## config.mk

```make
export PLATFORM = sky130hd
export DESIGN_NAME = motion_limit_sensor_guard_core
export DESIGN_NICKNAME = d
export VERILOG_FILES = /design/src/mlsg_pkg.sv /design/src/motion_limit_sensor_guard_core.sv /design/src/mlsg_debounce.sv /design/src/mlsg_stall.sv
export SDC_FILE = /design/constraint.sdc
export NUM_CORES = 1
export LEC_CHECK = 0
export ABC_AREA = 1
export BUFFER_PORTS_ARGS = -buffer_cell sky130_fd_sc_hd__clkbuf_2
export CAP_MARGIN = 30
export CORE_ASPECT_RATIO = 1.2
export CORE_MARGIN = 1
export CORE_UTILIZATION = 50
export DETAILED_ROUTE_END_ITERATION = 8
export GPL_ROUTABILITY_DRIVEN = 0
export GPL_TIMING_DRIVEN = 1
export HOLD_SLACK_MARGIN = 0.05
export PLACE_DENSITY = 0.73
export SLEW_MARGIN = 20
export SYNTH_ARGS = -nofsm -noshare
export SYNTH_HDL_FRONTEND = slang
export SYNTH_HIERARCHICAL = 1
export SYNTH_SLANG_ARGS = --single-unit
```

## constraint.sdc

```tcl
create_clock -name clk -period 18.55 [get_ports clk]
set_input_delay 1.855 -clock clk [delete_from_list [all_inputs] [get_ports clk]]
set_output_delay 1.855 -clock clk [all_outputs]
set_load 0.02 [all_outputs]
```

## src/mlsg_pkg.sv

```systemverilog
// Package for the motion limit sensor guard: word types, register codes,
// widths and reset constants. Used by every module of the block.
package mlsg_pkg;

  // Fixed field widths
  localparam int SENSOR_W   = 4;
  localparam int TIME_W     = 16;
  localparam int TOTAL_W    = 32;
  localparam int CFG_DATA_W = 64;
  localparam int CFG_IDX_W  = 2;

  // Defaults for the top-level parameters
  localparam int NUM_POLLED_DEF = 4;
  localparam int COUNT_BITS_DEF = 16;

  // Register reset values
  localparam logic [TIME_W-1:0]     THRESH_RESET    = 16'd4;
  localparam logic [TIME_W-1:0]     ARM_DELAY_RESET = 16'd200;
  localparam logic [SENSOR_W-1:0]   POLARITY_RESET  = '0;
  localparam logic [CFG_DATA_W-1:0] DEBOUNCE_RESET  = '0;

  // Configuration register indexes
  typedef enum logic [CFG_IDX_W-1:0] {
    REG_STALL_HIT_THRESHOLD = 2'd0,
    REG_STALL_ARM_DELAY     = 2'd1,
    REG_POLARITY_MASK       = 2'd2,
    REG_DEBOUNCE_TIMES      = 2'd3
  } mlsg_reg_t;

  // One tick word in
  typedef struct packed {
    logic [SENSOR_W-1:0] sensor_levels;
    logic                estop_edge;
    logic                crash_edge;
    logic                stall_edge;
    logic                motion_start;
    logic                motion_end;
    logic                consume_estop;
    logic                consume_crash;
    logic                consume_stall;
  } mlsg_in_t;

  // One result word out
  typedef struct packed {
    logic [SENSOR_W-1:0] stable_active;
    logic                halt_estop;
    logic                halt_crash;
    logic                halt_stall;
    logic                estop_latched;
    logic                crash_latched;
    logic                stall_latched;
    logic                stall_armed;
    logic [TIME_W-1:0]   stall_hit_count;
    logic [TOTAL_W-1:0]  stall_hits_total;
  } mlsg_out_t;

  // Fault and stall status handed from the stall unit to the top level
  typedef struct packed {
    logic               halt_estop;
    logic               halt_crash;
    logic               halt_stall;
    logic               estop_latched;
    logic               crash_latched;
    logic               stall_latched;
    logic               stall_armed;
    logic [TIME_W-1:0]  hit_count;
    logic [TOTAL_W-1:0] hits_total;
  } mlsg_stall_stat_t;

endpackage

```

## src/motion_limit_sensor_guard_core.sv

```systemverilog
// Top level of the motion limit sensor guard: configuration registers,
// tick handshake and result register. Uses mlsg_pkg, mlsg_debounce, mlsg_stall.
//
// Usage: send one word on in_word per millisecond tick (in_valid/in_ready).
// Each accepted tick yields exactly one result word on out_word
// (out_valid/out_ready): debounced limit states, halt pulses, fault latches,
// stall arm state and stall counters.
// Latency: the result of a tick is valid in the cycle after it is accepted.
// Throughput: one tick per cycle while out_ready is high; all work is a single pass of counters and
// compares between the tick input and the result register.
// Stall: while a result waits, in_ready stays high only if out_ready is high
// in the same cycle, so a held result is never overwritten or dropped.
// Configuration: cfg_we writes cfg_data into the register at cfg_index;
// write only while no tick is in flight.
// Reset (rst, synchronous): clears all debounce, stall and latch state, drops
// any pending result and loads the register defaults (threshold 4, arm delay
// 200, polarity 0, debounce times 0). No clearing pass is needed.
module motion_limit_sensor_guard_core
  import mlsg_pkg::*;
#(
  parameter int NUM_POLLED = NUM_POLLED_DEF,
  parameter int COUNT_BITS = COUNT_BITS_DEF
) (
  input  logic                  clk,
  input  logic                  rst,
  input  logic                  in_valid,
  output logic                  in_ready,
  input  mlsg_in_t              in_word,
  output logic                  out_valid,
  input  logic                  out_ready,
  output mlsg_out_t             out_word,
  input  logic                  cfg_we,
  input  logic [CFG_IDX_W-1:0]  cfg_index,
  input  logic [CFG_DATA_W-1:0] cfg_data
);

  logic [TIME_W-1:0]     threshold;
  logic [TIME_W-1:0]     arm_delay;
  logic [SENSOR_W-1:0]   polarity;
  logic [CFG_DATA_W-1:0] deb_times;
  logic                  step;
  logic [SENSOR_W-1:0]   stable_active;
  mlsg_stall_stat_t      stat;

  // Load configuration registers
  always_ff @(posedge clk) begin
    if (rst) begin
      threshold <= THRESH_RESET;
      arm_delay <= ARM_DELAY_RESET;
      polarity  <= POLARITY_RESET;
      deb_times <= DEBOUNCE_RESET;
    end else if (cfg_we) begin
      unique case (cfg_index)
        REG_STALL_HIT_THRESHOLD: threshold <= cfg_data[TIME_W-1:0];
        REG_STALL_ARM_DELAY:     arm_delay <= cfg_data[TIME_W-1:0];
        REG_POLARITY_MASK:       polarity  <= cfg_data[SENSOR_W-1:0];
        REG_DEBOUNCE_TIMES:      deb_times <= cfg_data;
        default:                 threshold <= threshold;
      endcase
    end
  end

  // Accept a tick whenever the result register is free or being drained
  assign in_ready = !out_valid || out_ready;
  assign step     = in_valid && in_ready;

  mlsg_debounce #(
    .NUM_POLLED (NUM_POLLED),
    .COUNT_BITS (COUNT_BITS)
  ) u_debounce (
    .clk           (clk),
    .rst           (rst),
    .step          (step),
    .levels        (in_word.sensor_levels),
    .polarity      (polarity),
    .deb_times     (deb_times),
    .stable_active (stable_active)
  );

  mlsg_stall #(
    .COUNT_BITS (COUNT_BITS)
  ) u_stall (
    .clk       (clk),
    .rst       (rst),
    .step      (step),
    .tick      (in_word),
    .threshold (threshold),
    .arm_delay (arm_delay),
    .stat      (stat)
  );

  // Hold the result word until taken
  always_ff @(posedge clk) begin
    if (rst) begin
      out_valid <= 1'b0;
    end else if (step) begin
      out_valid <= 1'b1;
    end else if (out_ready) begin
      out_valid <= 1'b0;
    end
  end

  always_ff @(posedge clk) begin
    if (step) begin
      out_word.stable_active    <= stable_active;
      out_word.halt_estop       <= stat.halt_estop;
      out_word.halt_crash       <= stat.halt_crash;
      out_word.halt_stall       <= stat.halt_stall;
      out_word.estop_latched    <= stat.estop_latched;
      out_word.crash_latched    <= stat.crash_latched;
      out_word.stall_latched    <= stat.stall_latched;
      out_word.stall_armed      <= stat.stall_armed;
      out_word.stall_hit_count  <= stat.hit_count;
      out_word.stall_hits_total <= stat.hits_total;
    end
  end

`ifndef NO_ASSERTIONS
  a_tick_gives_word: assert property (@(posedge clk) disable iff (rst)
    in_valid && in_ready |=> out_valid)
    else $error("accepted tick produced no result word");

  a_stall_halt_latched: assert property (@(posedge clk) disable iff (rst)
    out_valid && out_word.halt_stall |-> out_word.stall_latched && out_word.stall_armed)
    else $error("stall halt without latch or arm");

  a_stall_halt_clears: assert property (@(posedge clk) disable iff (rst)
    out_valid && out_word.halt_stall |-> out_word.stall_hit_count == '0)
    else $error("stall halt left pending hits");

  a_estop_halt_latched: assert property (@(posedge clk) disable iff (rst)
    out_valid && out_word.halt_estop |-> out_word.estop_latched)
    else $error("estop halt without latch");
`endif

endmodule

```

## src/mlsg_debounce.sv

```systemverilog
// Polarity correction and per-input debounce of the polled limit inputs.
// Depends on mlsg_pkg for widths.
module mlsg_debounce
  import mlsg_pkg::*;
#(
  parameter int NUM_POLLED = NUM_POLLED_DEF,
  parameter int COUNT_BITS = COUNT_BITS_DEF
) (
  input  logic                  clk,
  input  logic                  rst,
  input  logic                  step,
  input  logic [SENSOR_W-1:0]   levels,
  input  logic [SENSOR_W-1:0]   polarity,
  input  logic [CFG_DATA_W-1:0] deb_times,
  output logic [SENSOR_W-1:0]   stable_active
);

  localparam logic [COUNT_BITS-1:0] CntMax = {COUNT_BITS{1'b1}};

  logic [NUM_POLLED-1:0] cand;
  logic [NUM_POLLED-1:0] cand_next;
  logic [NUM_POLLED-1:0] stable;
  logic [NUM_POLLED-1:0] stable_next;
  logic [COUNT_BITS-1:0] elapsed      [NUM_POLLED];
  logic [COUNT_BITS-1:0] elapsed_next [NUM_POLLED];

  for (genvar g = 0; g < NUM_POLLED; g++) begin : g_lane
    logic              active;
    logic [TIME_W-1:0] deb;

    assign active = levels[g] ^ polarity[g];
    assign deb    = deb_times[g*TIME_W +: TIME_W];

    // Restart on a new candidate, else count and promote once held long enough
    always_comb begin
      cand_next[g]    = cand[g];
      stable_next[g]  = stable[g];
      elapsed_next[g] = elapsed[g];
      if (active != cand[g]) begin
        cand_next[g]    = active;
        elapsed_next[g] = '0;
      end else begin
        elapsed_next[g] = (elapsed[g] == CntMax) ? CntMax : elapsed[g] + 1'b1;
        if ((active != stable[g]) && (TIME_W'(elapsed_next[g]) >= deb)) begin
          stable_next[g] = active;
        end
      end
    end

    // Advance the lane on each accepted tick
    always_ff @(posedge clk) begin
      if (rst) begin
        cand[g]    <= 1'b0;
        stable[g]  <= 1'b0;
        elapsed[g] <= '0;
      end else if (step) begin
        cand[g]    <= cand_next[g];
        stable[g]  <= stable_next[g];
        elapsed[g] <= elapsed_next[g];
      end
    end
  end

  // Unused inputs read as inactive
  assign stable_active = SENSOR_W'(stable_next);

endmodule

```

## src/mlsg_stall.sv

```systemverilog
// Fault latches, halt requests, stall arm window and stall hit counters.
// Depends on mlsg_pkg for widths and the status struct.
module mlsg_stall
  import mlsg_pkg::*;
#(
  parameter int COUNT_BITS = COUNT_BITS_DEF
) (
  input  logic              clk,
  input  logic              rst,
  input  logic              step,
  input  mlsg_in_t          tick,
  input  logic [TIME_W-1:0] threshold,
  input  logic [TIME_W-1:0] arm_delay,
  output mlsg_stall_stat_t  stat
);

  localparam logic [COUNT_BITS-1:0] CntMax = {COUNT_BITS{1'b1}};

  logic                  armed;
  logic                  armed_next;
  logic [COUNT_BITS-1:0] arm_el;
  logic [COUNT_BITS-1:0] arm_el_next;
  logic [COUNT_BITS-1:0] pend;
  logic [COUNT_BITS-1:0] pend_next;
  logic [TOTAL_W-1:0]    total;
  logic [TOTAL_W-1:0]    total_next;
  logic                  lat_e;
  logic                  lat_c;
  logic                  lat_s;
  logic                  shown_e;
  logic                  shown_c;
  logic                  shown_s;
  logic                  halt_s;
  logic                  past_delay;

  // Motion end, then start, then arm time
  always_comb begin
    armed_next  = armed && !tick.motion_end;
    arm_el_next = arm_el;
    if (tick.motion_start) begin
      armed_next  = 1'b1;
      arm_el_next = '0;
    end else if (armed_next) begin
      arm_el_next = (arm_el == CntMax) ? CntMax : arm_el + 1'b1;
    end
  end

  assign past_delay = armed_next && (TIME_W'(arm_el_next) >= arm_delay);

  // Count stall edges, halt at threshold, then drop hits outside the window
  always_comb begin
    logic [COUNT_BITS-1:0] pend_base;
    pend_base  = tick.motion_start ? '0 : pend;
    pend_next  = pend_base;
    total_next = total;
    halt_s     = 1'b0;
    if (tick.stall_edge) begin
      pend_next  = (pend_base == CntMax) ? CntMax : pend_base + 1'b1;
      total_next = total + 1'b1;
      if (past_delay && !lat_s && (TIME_W'(pend_next) >= threshold)) begin
        halt_s    = 1'b1;
        pend_next = '0;
      end
    end
    if (!past_delay) begin
      pend_next = '0;
    end
  end

  // Latch state shown in this tick's word, before consumes
  assign shown_e = lat_e || tick.estop_edge;
  assign shown_c = lat_c || tick.crash_edge;
  assign shown_s = lat_s || halt_s;

  always_ff @(posedge clk) begin
    if (rst) begin
      armed  <= 1'b0;
      arm_el <= '0;
      pend   <= '0;
      total  <= '0;
      lat_e  <= 1'b0;
      lat_c  <= 1'b0;
      lat_s  <= 1'b0;
    end else if (step) begin
      armed  <= armed_next;
      arm_el <= arm_el_next;
      pend   <= pend_next;
      total  <= total_next;
      lat_e  <= shown_e && !tick.consume_estop;
      lat_c  <= shown_c && !tick.consume_crash;
      lat_s  <= shown_s && !tick.consume_stall;
    end
  end

  always_comb begin
    stat.halt_estop    = tick.estop_edge;
    stat.halt_crash    = tick.crash_edge;
    stat.halt_stall    = halt_s;
    stat.estop_latched = shown_e;
    stat.crash_latched = shown_c;
    stat.stall_latched = shown_s;
    stat.stall_armed   = armed_next;
    stat.hit_count     = TIME_W'(pend_next);
    stat.hits_total    = total_next;
  end

endmodule
```

==> flow_summary.toml <==
[worst_hold_path]
min_path_type = "reg -> reg"
min_from = "u_debounce/stable[0]"
holdPathEnd = "u_debounce/stable[0]"
hold_depth = 2

[critical_path]
cpPeakStageDelay_ns = 0.37
endpoint_kind = "flip-flop"
r2r_start = "u_stall/arm_el[0]"
r2r_slack_ns = 14.91
worstSetupPathType = "in -> reg"
reg2reg_to = "out_word[40]"
crit_fanout = 35
worstPathRequired_ns = 18.82
worstPathCellList = "clkbuf_2, clkinv_4, nand2_1, inv_1, ha_1, nand4_4, nor2_4, nand2_2, nand3_2, ha_1, nand4_1, nor3_1, nand3_1, nand3_1, nand3_2, nand2_1, inv_1"
reg2regPathDepth = 16
cp.arrival_ns = 5.27
slowest_stage = "nand2_2"
worst_setup_path_start_kind = "input port"

[global_routing]
grt_antenna_before_repair = 0
grt_max_degree = 105
grt_usage_pct = 21.9
grt_pass1_vias = 14700
grt_pass1_wl_um = 67000
grt-ovfl-total = 0

[timing]
fin_crit_ns = 5.00
final.period_utilization_pct = 26.9
setup_violations = 0
max_freq_mhz = 200
finClkSkew_ns = 0.0115
relSlewSlack_pct = 39.5
rsz0062_at_grt = "no"
tightest_slew_ns = 0.907
setup_tns_ns = 0
setup_ws_ns = 13.55
hold_viol_final = 0
maxSlewViolCount = 0

[layout]
area_growth_pct = 12.5
nNetsFinal = 2803
drive_gt1_share_pct = 11.7
ff_latch_area_um2 = 7240
final_util_pct = 56.9
stdcell_area_um2 = 20400
diodes = 0
fillerInstances = 3294
multi_input_area_um2 = 8700

[logic_synthesis]
mappedNetlistArea_um2 = 18100
syn_area_per_cell_um2 = 7.22
synthFlopType = "dfxtp_1"
synthesis.nets = 2697
synth.area.top_cells = "edfxtp_1 20%, dfxtp_1 20%, nand2_1 13%, inv_1 9.5%, ha_1 7.1%"
syn_inst = 2511
synth-edff-count = 123
ys_ff_latch = 300
ys_seq_area_share_pct = 39.9
async_flop_share_pct = 0
yosysUniqueCellTypes = 52
synth_top_area_share_pct = 20.4
ys_top_cells_by_count = "629 x nand2_1, 458 x inv_1, 314 x nor2_1"
synth_most_common_cell = "nand2_1"
yosysWarnings = 6
synth_top_cell_by_area = "edfxtp_1"

[clocking]
cts_tree = "built"
cts_made_buffers = 35
cts.sinks = 300
root_buffer = "clkbuf_16"
hold_buffers = 0
cts.path.max_buffers = 3
cts_setup_buffers = 0
cts-resized-gates = 0
path_clk_slew_ns = 0.06
clk_latency_ns = 0.52
cts_max_level = 2

[placed_design]
post-dp-hpwl_um = 29000
pre_cts_ws_ns = 13.05
portBuffers = 143
postPlaceCellArea_um2 = 19100

[job]
cap_violations = 0

[drt]
first_iter_violations = 915
ant_nets = 0
wl_per_cell_um = 13.1
viasPerCell = 5.04
maxUsedRoutingLayer = "met4"
drt-total-wl_um = 40900
wl_met1_um = 17700
wl_met2_um = 20000
first_pass_iters = 5
via_count = 15700
drc = 0
wl_met3_um = 1600

[status]
status = "finished, final reports clean"

[floorplan]
initial_utilization_pct = 50.6
die_h_um = 211
die_w_um = 176
die_area_um2 = 37000
pin_count = 144
std_cell_rows = 76
core_area_um2 = 35800

[power_and_ir_drop]
vdd_drop_max_mv = 0.0470
p_leak_uw = 0.0103
power.density_nw_per_um2 = 85.3
==> flip-flops by register name (all words and copies together) (netlist names) <==
signal and flops:
u_stall/lat_c 1, u_stall/lat_s 1, out_word 59, u_debounce/cand 4, u_stall/pend 16, out_valid 1
u_stall/total 32, u_stall/lat_e 1, u_debounce/elapsed 64, arm_delay 16, polarity 4, deb_times 64
u_stall/armed 1, u_stall/arm_el 16, threshold 16, u_debounce/stable 4
==> where the power goes <==
group | internal (uW) | leakage [uW] | switching [uW] | total, uW
combinational | 85.5 | 0.00694 | 158 | 243
clock | 455 | 0.000623 | 277 | 732
sequential | 733 | 0.00275 | 30.1 | 763
==> cell usage in the layout, fill, tap and decap left out, types with 5 or more instances in the layout <==
master | netlist | final
inv_1 | 458 | 457
or2_2 | 12 | 12
clkbuf_1 | 35 | 5
nor3_1 | 25 | 25
clkbuf_16 | 0 | 41
edfxtp_1 | 123 | 123
o211ai_1 | 5 | 5
nand3_1 | 106 | 106
nand4_1 | 25 | 25
xor2_1 | 46 | 46
a21oi_1 | 162 | 161
o21ai_1 | 8 | 8
nor3_2 | 6 | 6
nor2_1 | 314 | 313
nand3_2 | 32 | 31
clkbuf_2 | 0 | 143
o21ai_0 | 91 | 91
nand2_2 | 9 | 9
clkbuf_8 | 0 | 7
nor2_2 | 5 | 6
ha_1 | 103 | 103
buf_4 | 12 | 7
nor2_4 | 8 | 8
nand2_1 | 629 | 629
inv_2 | 5 | 6
dfxtp_1 | 177 | 177
xnor2_1 | 25 | 25
nand3b_1 | 7 | 7
==> kinds of logic (layout without fill, tap and decap cells) <==
kind of cell / Yosys count / after routing / share of synthesized area (%)
AOI/OAI and AO/OA: 291 / 291 / 8.49
and+or+nand+nor: 1194 / 1194 / 28.8
adders and majority gates: 103 / 103 / 7.11
DFF: 300 / 300 / 39.9
xor gates and xnor gates: 71 / 71 / 3.43
muxes: 1 / 1 / 0.0552
buffers and inverters: 551 / 683 / 12.2
==> layer usage <==
| layer | global-route usage, % | up-vias |
|---|---|---|
| li1 | - | 8058 |
| met1 | 26.7 | 7169 |
| met2 | 38.3 | 344 |
| met3 | 2.74 | 103 |
| met4 | 9.93 | 0 |
| met5 | 0 | - |
==> final cells by class <==
class | count | share of cell area (%)
multi-input cells | 1660 | 42.7
flip-flops and latches | 300 | 35.5
inverters | 465 | 8.59
clock buffers | 53 | 5.60
repair buffers | 155 | 4.20
well taps | 468 | 2.87
clock inverters | 10 | 0.546
==> critical path: cells and delay by family <==
family,cells,cell delay [ns]
fa+ha+maj,2,0.58
buf+inv,4,0.69
simple gates,11,2.11
==> worst max-delay path by stage <==
stage | end | cells past startpoint | start | slack, ns
after detailed placement | out_word[42] | 17 | in_word[4] | 13.05
after global placement | out_word[41] | 17 | in_word[4] | 13.19
final | out_word[44] | 17 | in_word[4] | 13.55
after global routing | out_word[45] | 17 | in_word[4] | 13.31
after floorplan | u_debounce/elapsed[0][0] | 4 | in_valid | 11.12
after CTS | out_word[41] | 17 | in_word[4] | 13.60
==> through the flow <==
step	std cells	hold slack, ns	total power [uW]
floorplan	2511	0.426	949
global placement	3043	0.436	1010
detailed placement	3046	0.444	1020
CTS	3109	0.456	1760
global route	3111	0.467	1820
finish	3111	0.453	1740
(Power assumes the default switching activity.)
